==> src/wscx_pkg.sv <==
`default_nettype none
// ----------------------------------------------------------------------------
// wscx_pkg
// Shared types, constants and the key-scheduled permutation image for the
// word stream cipher unit.
// ----------------------------------------------------------------------------
package wscx_pkg;

  localparam int TABLE_ENTRIES = 256;
  localparam int ADDR_W        = $clog2(TABLE_ENTRIES);
  localparam int WORD_W        = 32;
  localparam int BYTE_W        = 8;
  localparam int KEY_WORDS     = 16;
  localparam int KEY_IDX_W     = $clog2(KEY_WORDS);

  localparam logic             CMD_WORD = 1'b0;
  localparam logic             CMD_BYTE = 1'b1;
  localparam logic [BYTE_W-1:0] BYTE_PAD = 8'h8D;
  localparam logic [WORD_W-1:0] INIT_NUMERATOR = 32'hFFFF_FFFF;

  typedef logic [TABLE_ENTRIES-1:0][WORD_W-1:0] wscx_rom_t;
  typedef logic [0:KEY_WORDS-1][WORD_W-1:0]     wscx_key_t;

  localparam wscx_key_t SCHED_KEY = '{
    32'hFFAA_FFAA, 32'hAAFC_AAFC, 32'hA37E_A37E, 32'hB34E_B34E,
    32'hFFFF_FFFF, 32'h3BE7_3BE7, 32'hCBA9_CBA9, 32'h23C1_23C1,
    32'h2E6C_2E6C, 32'h13CB_13CB, 32'h64E7_64E7, 32'h34D2_34D2,
    32'hFF6C_2E6C, 32'h13FF_13CB, 32'h64E7_FFE7, 32'h34D2_34FF
  };

  typedef struct packed {
    logic              clear;
    logic [ADDR_W-1:0] rd_addr;
    logic              wr_en;
    logic [ADDR_W-1:0] wr_addr;
    logic [WORD_W-1:0] wr_data;
  } wscx_mem_req_t;

  // Entry k starts as all-ones over (k+1), then one key-scheduling pass.
  function automatic wscx_rom_t build_perm_rom();
    wscx_rom_t         rom;
    logic [WORD_W-1:0] quo;
    logic [WORD_W-1:0] rem_v;
    logic [WORD_W:0]   trial;
    logic [WORD_W-1:0] dvs;
    logic [ADDR_W-1:0] jj;
    logic [WORD_W-1:0] tmp;
    for (int k = 0; k < TABLE_ENTRIES; k++) begin
      dvs   = WORD_W'(k + 1);
      quo   = '0;
      rem_v = '0;
      for (int b = WORD_W - 1; b >= 0; b--) begin
        trial = {rem_v, INIT_NUMERATOR[b]};
        if (trial >= {1'b0, dvs}) begin
          trial  = trial - {1'b0, dvs};
          quo[b] = 1'b1;
        end
        rem_v = trial[WORD_W-1:0];
      end
      rom[k] = quo;
    end
    jj = '0;
    for (int k = 0; k < TABLE_ENTRIES; k++) begin
      jj      = jj + rom[k][ADDR_W-1:0] + SCHED_KEY[KEY_IDX_W'(k)][ADDR_W-1:0];
      tmp     = rom[k];
      rom[k]  = rom[jj];
      rom[jj] = tmp;
    end
    return rom;
  endfunction

  localparam wscx_rom_t PERM_ROM = build_perm_rom();

endpackage
`default_nettype wire

==> src/wscx_out_fifo.sv <==
`default_nettype none
// ----------------------------------------------------------------------------
// wscx_out_fifo
// Two-entry result queue between the cipher pipeline and the output channel.
// ----------------------------------------------------------------------------
module wscx_out_fifo import wscx_pkg::*; (
  input  wire logic              clk,
  input  wire logic              rst_n,
  input  wire logic              push,
  input  wire logic [WORD_W-1:0] push_data,
  input  wire logic              pop,
  output logic                   head_valid,
  output logic [WORD_W-1:0]      head_data,
  output logic [1:0]             count_r
);

  logic [WORD_W-1:0] slot_r [2];
  logic              wr_ptr_r;
  logic              rd_ptr_r;
  logic [1:0]        count_nxt;

  assign head_valid = (count_r != 2'd0);
  assign head_data  = slot_r[rd_ptr_r];

  always_comb begin
    count_nxt = count_r;
    if (push && !pop) begin
      count_nxt = count_r + 2'd1;
    end else if (pop && !push) begin
      count_nxt = count_r - 2'd1;
    end
  end

  always_ff @(posedge clk) begin
    if (push) begin
      slot_r[wr_ptr_r] <= push_data;
    end
  end

  always_ff @(posedge clk) begin
    if (!rst_n) begin
      wr_ptr_r <= 1'b0;
      rd_ptr_r <= 1'b0;
      count_r  <= 2'd0;
    end else begin
      if (push) begin
        wr_ptr_r <= ~wr_ptr_r;
      end
      if (pop) begin
        rd_ptr_r <= ~rd_ptr_r;
      end
      count_r <= count_nxt;
    end
  end

endmodule
`default_nettype wire

==> config.mk <==
export PLATFORM = sky130hd
export DESIGN_NAME = wscx_out_fifo
export DESIGN_NICKNAME = d
export VERILOG_FILES = /design/src/wscx_pkg.sv /design/src/wscx_out_fifo.sv
export SDC_FILE = /design/constraint.sdc
export NUM_CORES = 1
export LEC_CHECK = 0
export BUFFER_PORTS_ARGS = -buffer_cell sky130_fd_sc_hd__buf_2
export CAP_MARGIN = 20
export CORE_MARGIN = 2
export CORE_UTILIZATION = 35
export DETAILED_ROUTE_END_ITERATION = 12
export GPL_TIMING_DRIVEN = 0
export PLACE_DENSITY = 0.68
export SETUP_SLACK_MARGIN = 0.2
export SLEW_MARGIN = 25
export SYNTH_ARGS = -nofsm -noshare
export SYNTH_HDL_FRONTEND = slang
export SYNTH_SLANG_ARGS = --single-unit
==> constraint.sdc <==
create_clock -name clk -period 6.4 [get_ports clk]
set_input_delay 1.28 -clock clk [delete_from_list [all_inputs] [get_ports clk]]
set_output_delay 1.28 -clock clk [all_outputs]
set_load 0.1 [all_outputs]
==> results of run 1 <==
==> area by class of cell <==
type                            instances  area [sq um]  area share (%)
Sequential cell                        69          2020            61.3
Multi-Input combinational cell         47           478            14.5
Timing Repair Buffer                   72           405            12.3
Clock buffer                            9           124            3.75
Tap cell                               99           124            3.75
Clock inverter                          7           105            3.18
Buffer                                  4          38.8            1.18
Inverter                                1          3.75           0.114
==> logic make-up after synthesis <==
logic type | after synthesis | synth area share (%)
and+or+nand+nor | 8 | 1.98
buffers and inverters | 5 | 1.68
adders and majority gates | 1 | 0.494
DFF | 69 | 79.8
xor gates and xnor gates | 3 | 1.04
AOI/OAI and AO/OA | 3 | 0.790
muxes | 32 | 14.2
==> power by group <==
group          switching, mW  internal (mW)
Combinational          0.219         0.0579
Sequential           0.00670          0.519
Clock                  0.174          0.226
Total                  0.399          0.803
==> cell usage in the layout (no fill, tap or decap) <==
master / n
mux2_1: 2
o21ai_0: 1
buf_16: 2
clkbuf_2: 1
buf_2: 70
buf_6: 3
inv_6: 3
nor2b_1: 1
o21a_1: 1
clkinvlp_4: 1
ha_1: 1
xor2_1: 2
and2_1: 3
inv_8: 1
or3_1: 1
bufinv_16: 2
inv_1: 1
dfxtp_1: 5
edfxtp_1: 64
clkbuf_8: 9
nor2b_4: 1
xnor2_1: 1
mux2_2: 30
a21boi_1: 1
or2_2: 1
and2_2: 1
==> worst paths after layout <==
path | from | to | slack (ns) | depth (start not counted)
worst min register to register | count_r[1] | count_r[1] | 0.50 | 2
worst max register to register | wr_ptr_r | slot_r[1][24] | 5.07 | 2
worst max-delay path | flop | head_data[13] | 3.49 | 4
worst min-delay path | count_r[1] | count_r[1] | 0.50 | 2
==> worst min-delay path, cell delays in order (launching register included) <==
cell	delay, ns
dfxtp_1	0.33
o21ai_0	0.07
a21boi_1	0.06
==> flip-flops by register name, summed over array words and instances (netlist names), named ones only <==
signal	flops
slot_r	64
count_r	2
rd_ptr_r	1
wr_ptr_r	1
==> through the flow <==
step                hold WS, ns  setup slack, ns  instances  utilization [%]
finish                    0.504             3.49        308             46.2
global route              0.545             3.38        308             46.2
CTS                       0.504             3.45        308             46.2
detailed placement        0.492             3.82        292             43.0
global placement          0.481             2.16        290             42.1
floorplan                 0.555             3.22        121                -
==> metal layers <==
| metal | global-route usage [%] | wire, microns | up-vias | part of all wire [%] |
|---|---|---|---|---|
| li1 | - | - | 635 | - |
| met1 | 12.7 | 1680 | 645 | 40 |
| met2 | 18.0 | 2220 | 44 | 53 |
| met3 | 4.99 | 272 | 2 | 6.5 |
| met4 | 4.48 | 26 | 0 | 0.62 |
| met5 | 0 | 0 | - | 0 |
==> results.py, run 1 <==
metrics = {
    "status": {
        "status": "finished, final reports clean",
    },
    "critical_path": {
        "cp-end-kind": "output pin",
        "crit_chain": "clkbuf_2, buf_6, mux2_2, buf_2",
        "slowest_stage": "mux2_2",
        "crit_type": "flop to output pin",
        "start_kind": "flop",
        "crit_buf_inv": 3,
        "worst-endpoint-required_ns": 5.12,
        "cp_top_family": "buffers and inverters",
        "crit_fanout": 10,
        "max_stage_delay_ns": 0.35,
        "crit_arrival_ns": 1.63,
    },
    "clock_tree": {
        "clk_latency_ns": 0.33,
        "cts_setup_buffers": 0,
        "clk_pin_slew_ns": 0.08,
        "h-tree-depth": 3,
        "clockBufferDepth": 2,
        "ctsResizeCount": 0,
        "clock-sinks": 69,
        "root_buffer": "clkbuf_8",
        "cts_tree": "built",
        "ctsHoldBuffers": 0,
        "cts_buffers": 9,
    },
    "logic_synthesis": {
        "yosys-top-cells-count": "edfxtp_1 (64), mux2_2 (30), dfxtp_1 (5), and2_1 (4), buf_6 (3)",
        "synthCells": 121,
        "yosys-top-cells-area": "edfxtp_1 (76%), mux2_2 (13%), dfxtp_1 (4.0%)",
        "yosysWarnings": 0,
        "netlist.area_leader.share_pct": 75.9,
        "synth_ff_type": "edfxtp_1",
        "yosysSeqAreaShare_pct": 79.8,
        "synth_most_common_cell": "edfxtp_1",
        "synth_area_per_cell_sq_um": 20.9,
        "synth.cell_area_sq_um": 2530,
        "synth_edf_count": 64,
        "synth_top_area_cell": "edfxtp_1",
        "synthesis.nets": 158,
        "async_flop_share_pct": 0,
        "synth_seq_cells": 69,
        "ys_types": 17,
    },
    "flow_run": {
        "cap_violations": 0,
    },
    "routing": {
        "drtAntennaViolNets": 0,
        "drt_iter0_drc": 44,
        "vias_per_cell": 4.31,
        "drc": 0,
        "dr.pass1.iters": 4,
        "routedWlPerCell_microns": 13.6,
        "vias": 1326,
        "wl_microns": 4200,
    },
    "min_path": {
        "hold_path.class": "flop to flop",
    },
    "power": {
        "ir_drop_uv": 203,
        "cellPowerDensity_nw_per_um2": 364,
        "power_leakage_nw": 1.26,
        "power_mw": 1.20,
    },
    "sta": {
        "max_freq_mhz": 344,
        "fin_tns_setup_ns": 0,
        "skew_ns": 0.00637,
        "rsz0062_at_grt": "no",
        "period_share_pct": 45.5,
        "worst_slew_pin_slew_ns": 0.506,
        "max_slew_margin_pct": 66.2,
        "finalMaxSlewViolations": 0,
        "hold_violations": 0,
        "period_needed_ns": 2.91,
        "setup_viol": 0,
    },
    "cells_and_area": {
        "n_fill_cell": 652,
        "fin_nets": 241,
        "fin_area_sq_um": 3300,
        "drive_above_1_share_pct": 59.8,
        "diodes": 0,
        "syn2layout_area_growth_pct": 30.3,
    },
    "grt": {
        "grt_pass1_vias": 1252,
        "grt_overflow": 0,
        "track_usage_pct": 11.1,
        "grt_pass1_wl_microns": 6180,
        "grt_max_degree": 21,
        "antenna_found_initial": 0,
    },
    "place": {
        "dp_hpwl_microns": 2860,
        "gp_congestion": 0.627,
        "portBuffers": 70,
        "place_area_sq_um": 3070,
    },
    "floorplanning": {
        "pin_count": 71,
        "initial_core_util_pct": 35.5,
        "rows": 31,
        "core-area_sq_um": 7140,
        "die_h_microns": 89.1,
        "dieArea_sq_um": 7940,
        "die_w_microns": 89.1,
    },
}
(Power assumes the default switching activity.)
==> run 2, diff against run 1 <==
- PLACE_DENSITY: 0.68 -> 0.7
- clock period: 6.4 -> 2.5 ns (I/O delays scaled with it)
==> run 2 against run 1 <==
  * Count of clock-buffer cells in the layout increased by 2
  * Sequential power increased to 2.6 times the previous value
  * Critical endpoint is now head_data[19]
  * Wire length decreased by 2.3%
  * Setup slack got worse by 3.1 ns
==> results.py, run 2 (synthesis gave the netlist of run 1 again) <==
metrics = {
    "power": {
        "ir_drop_uv": 457,
        "p_int_mw": 1.83,
        "power_frac_comb_pct": 25.3,
        "p_seq_share_pct": 48.2,
        "power_leakage_nw": 1.22,
        "cellPowerDensity_nw_per_um2": 866,
        "power_mw": 2.80,
        "swShare_pct": 34.6,
        "clockPowerShare_pct": 26.5,
        "p_sw_uw": 967,
    },
    "clock_tree": {
        "ctsHoldBuffers": 0,
        "clockBufferDepth": 2,
        "cts_buffers": 9,
        "root_buffer": "clkbuf_8",
        "h-tree-depth": 3,
        "cts_setup_buffers": 0,
        "ctsResizeCount": 0,
        "clk_latency_ns": 0.34,
        "clock-sinks": 69,
        "cts_tree": "built",
        "clk_pin_slew_ns": 0.07,
    },
    "cells_and_area": {
        "regMostFlops": "slot_r",
        "diodes": 0,
        "final_common_cell": "buf_2",
        "final_cells": 308,
        "final_cell_mix": "buf_2 (70), edfxtp_1 (64), mux2_2 (30)",
        "fin_nets": 241,
        "largest_reg_flops": 64,
        "n_fill_cell": 671,
        "largest_registers": "slot_r x64, count_r x2",
        "register_area_sq_um": 2020,
        "multi_input_area_sq_um": 478,
        "drive_above_1_share_pct": 57.9,
        "syn2layout_area_growth_pct": 27.5,
    },
    "floorplanning": {
        "initial_core_util_pct": 35.5,
        "rows": 31,
        "die_w_microns": 89.1,
        "die_h_microns": 89.1,
        "core-area_sq_um": 7140,
        "pin_count": 71,
        "dieArea_sq_um": 7940,
    },
    "sta": {
        "period_share_pct": 85.4,
        "max_freq_mhz": 468,
        "rsz0062_at_grt": "no",
        "fin_tns_setup_ns": 0,
        "hold_violations": 0,
        "setup_viol": 0,
        "worst_slew_pin_slew_ns": 0.496,
        "period_needed_ns": 2.14,
        "skew_ns": 0.00696,
        "hold_slack_ns": 0.344,
        "finalMaxSlewViolations": 0,
        "max_slew_margin_pct": 66.9,
    },
    "critical_path": {
        "worstReg2RegEnd": "slot_r[1][7]",
        "crit_type": "flop to output pin",
        "r2r_setup_slack_ns": 1.14,
        "crit_chain": "clkbuf_2, buf_6, mux2_2, buf_2",
        "r2r-start": "wr_ptr_r",
        "cp-end-kind": "output pin",
        "max_stage_delay_ns": 0.34,
        "slowest_stage": "mux2_2",
        "crit_fanout": 10,
        "cp-endpoint": "head_data[19]",
        "reg2regPathDepth": 2,
        "worst-endpoint-required_ns": 2.00,
        "crit_arrival_ns": 1.64,
        "start_kind": "flop",
    },
    "grt": {
        "track_usage_pct": 11.3,
        "grt_overflow": 0,
        "grt_pass1_wl_microns": 6400,
        "grt_max_degree": 21,
        "grt_pass1_vias": 1423,
        "antenna_found_initial": 0,
    },
    "routing": {
        "wl_microns": 4100,
        "drt_iter0_drc": 58,
        "vias_per_cell": 4.39,
        "routedWlPerCell_microns": 13.3,
        "drc": 0,
        "drtAntennaViolNets": 0,
        "dr.pass1.iters": 4,
        "vias": 1352,
    },
    "place": {
        "gp_congestion": 0.660,
        "dp.cells": 292,
        "portBuffers": 70,
        "dp_hpwl_microns": 2840,
    },
    "min_path": {
        "min_from": "push_data[18]",
        "hold_path.class": "input port to flop",
        "hold_path_depth": 1,
    },
    "flow_run": {
        "cap_violations": 0,
    },
    "status": {
        "status": "finished, final reports clean",
    },
}
==> run 2: worst min-delay path by stage <==
stage,endpoint,slack [ns]
floorplan,flop,0.55
global placement,count_r[1],0.48
detailed placement,count_r[1],0.50
CTS,slot_r[1][31],0.33
global route,slot_r[1][24],0.32
finish,slot_r[0][18],0.34
==> run 2: worst max-delay path: cells and delay by family (launching register included) <==
family   cells  cell delay [ns]
flops        1             0.31
buf+inv      3             0.64
mux          1             0.34
==> run 2: power by group through the flow <==
stage	combinational (mW)	clock, mW	sequential [mW]
floorplan	0.556	0	1.41
global placement	0.695	0	1.37
detailed placement	0.715	0	1.37
CTS	0.716	0.767	1.35
global route	0.739	0.809	1.35
finish	0.709	0.741	1.35
==> run 2: layout make-up <==
type	count	area share, %
buffer	4	1.20
clock buffer	11	4.07
clock inverter	5	0.852
inverter	1	0.116
multi-input combinational	47	14.8
sequential	69	62.6
tap	99	3.83
timing repair buffer	72	12.5
==> run 2: per-stage QoR <==
stage	setup slack, ns	area (sq um)	util [%]
2_1_floorplan	0.431	2540	-
6_report	0.365	3230	45.3
5_1_grt	0.251	3230	45.3
4_1_cts	0.321	3230	45.3
3_5_place_dp	0.704	3070	43.0
3_3_place_gp	0.113	3010	42.2
==> run 2: per-layer routing <==
| layer | up-vias | track usage [%] | wire, microns |
|---|---|---|---|
| met2 | 53 | 18.2 | 2090 |
| li1 | 634 | - | - |
| met4 | 0 | 5.70 | 76 |
| met5 | - | 0 | 0 |
| met3 | 10 | 5.91 | 312 |
| met1 | 655 | 12.2 | 1630 |
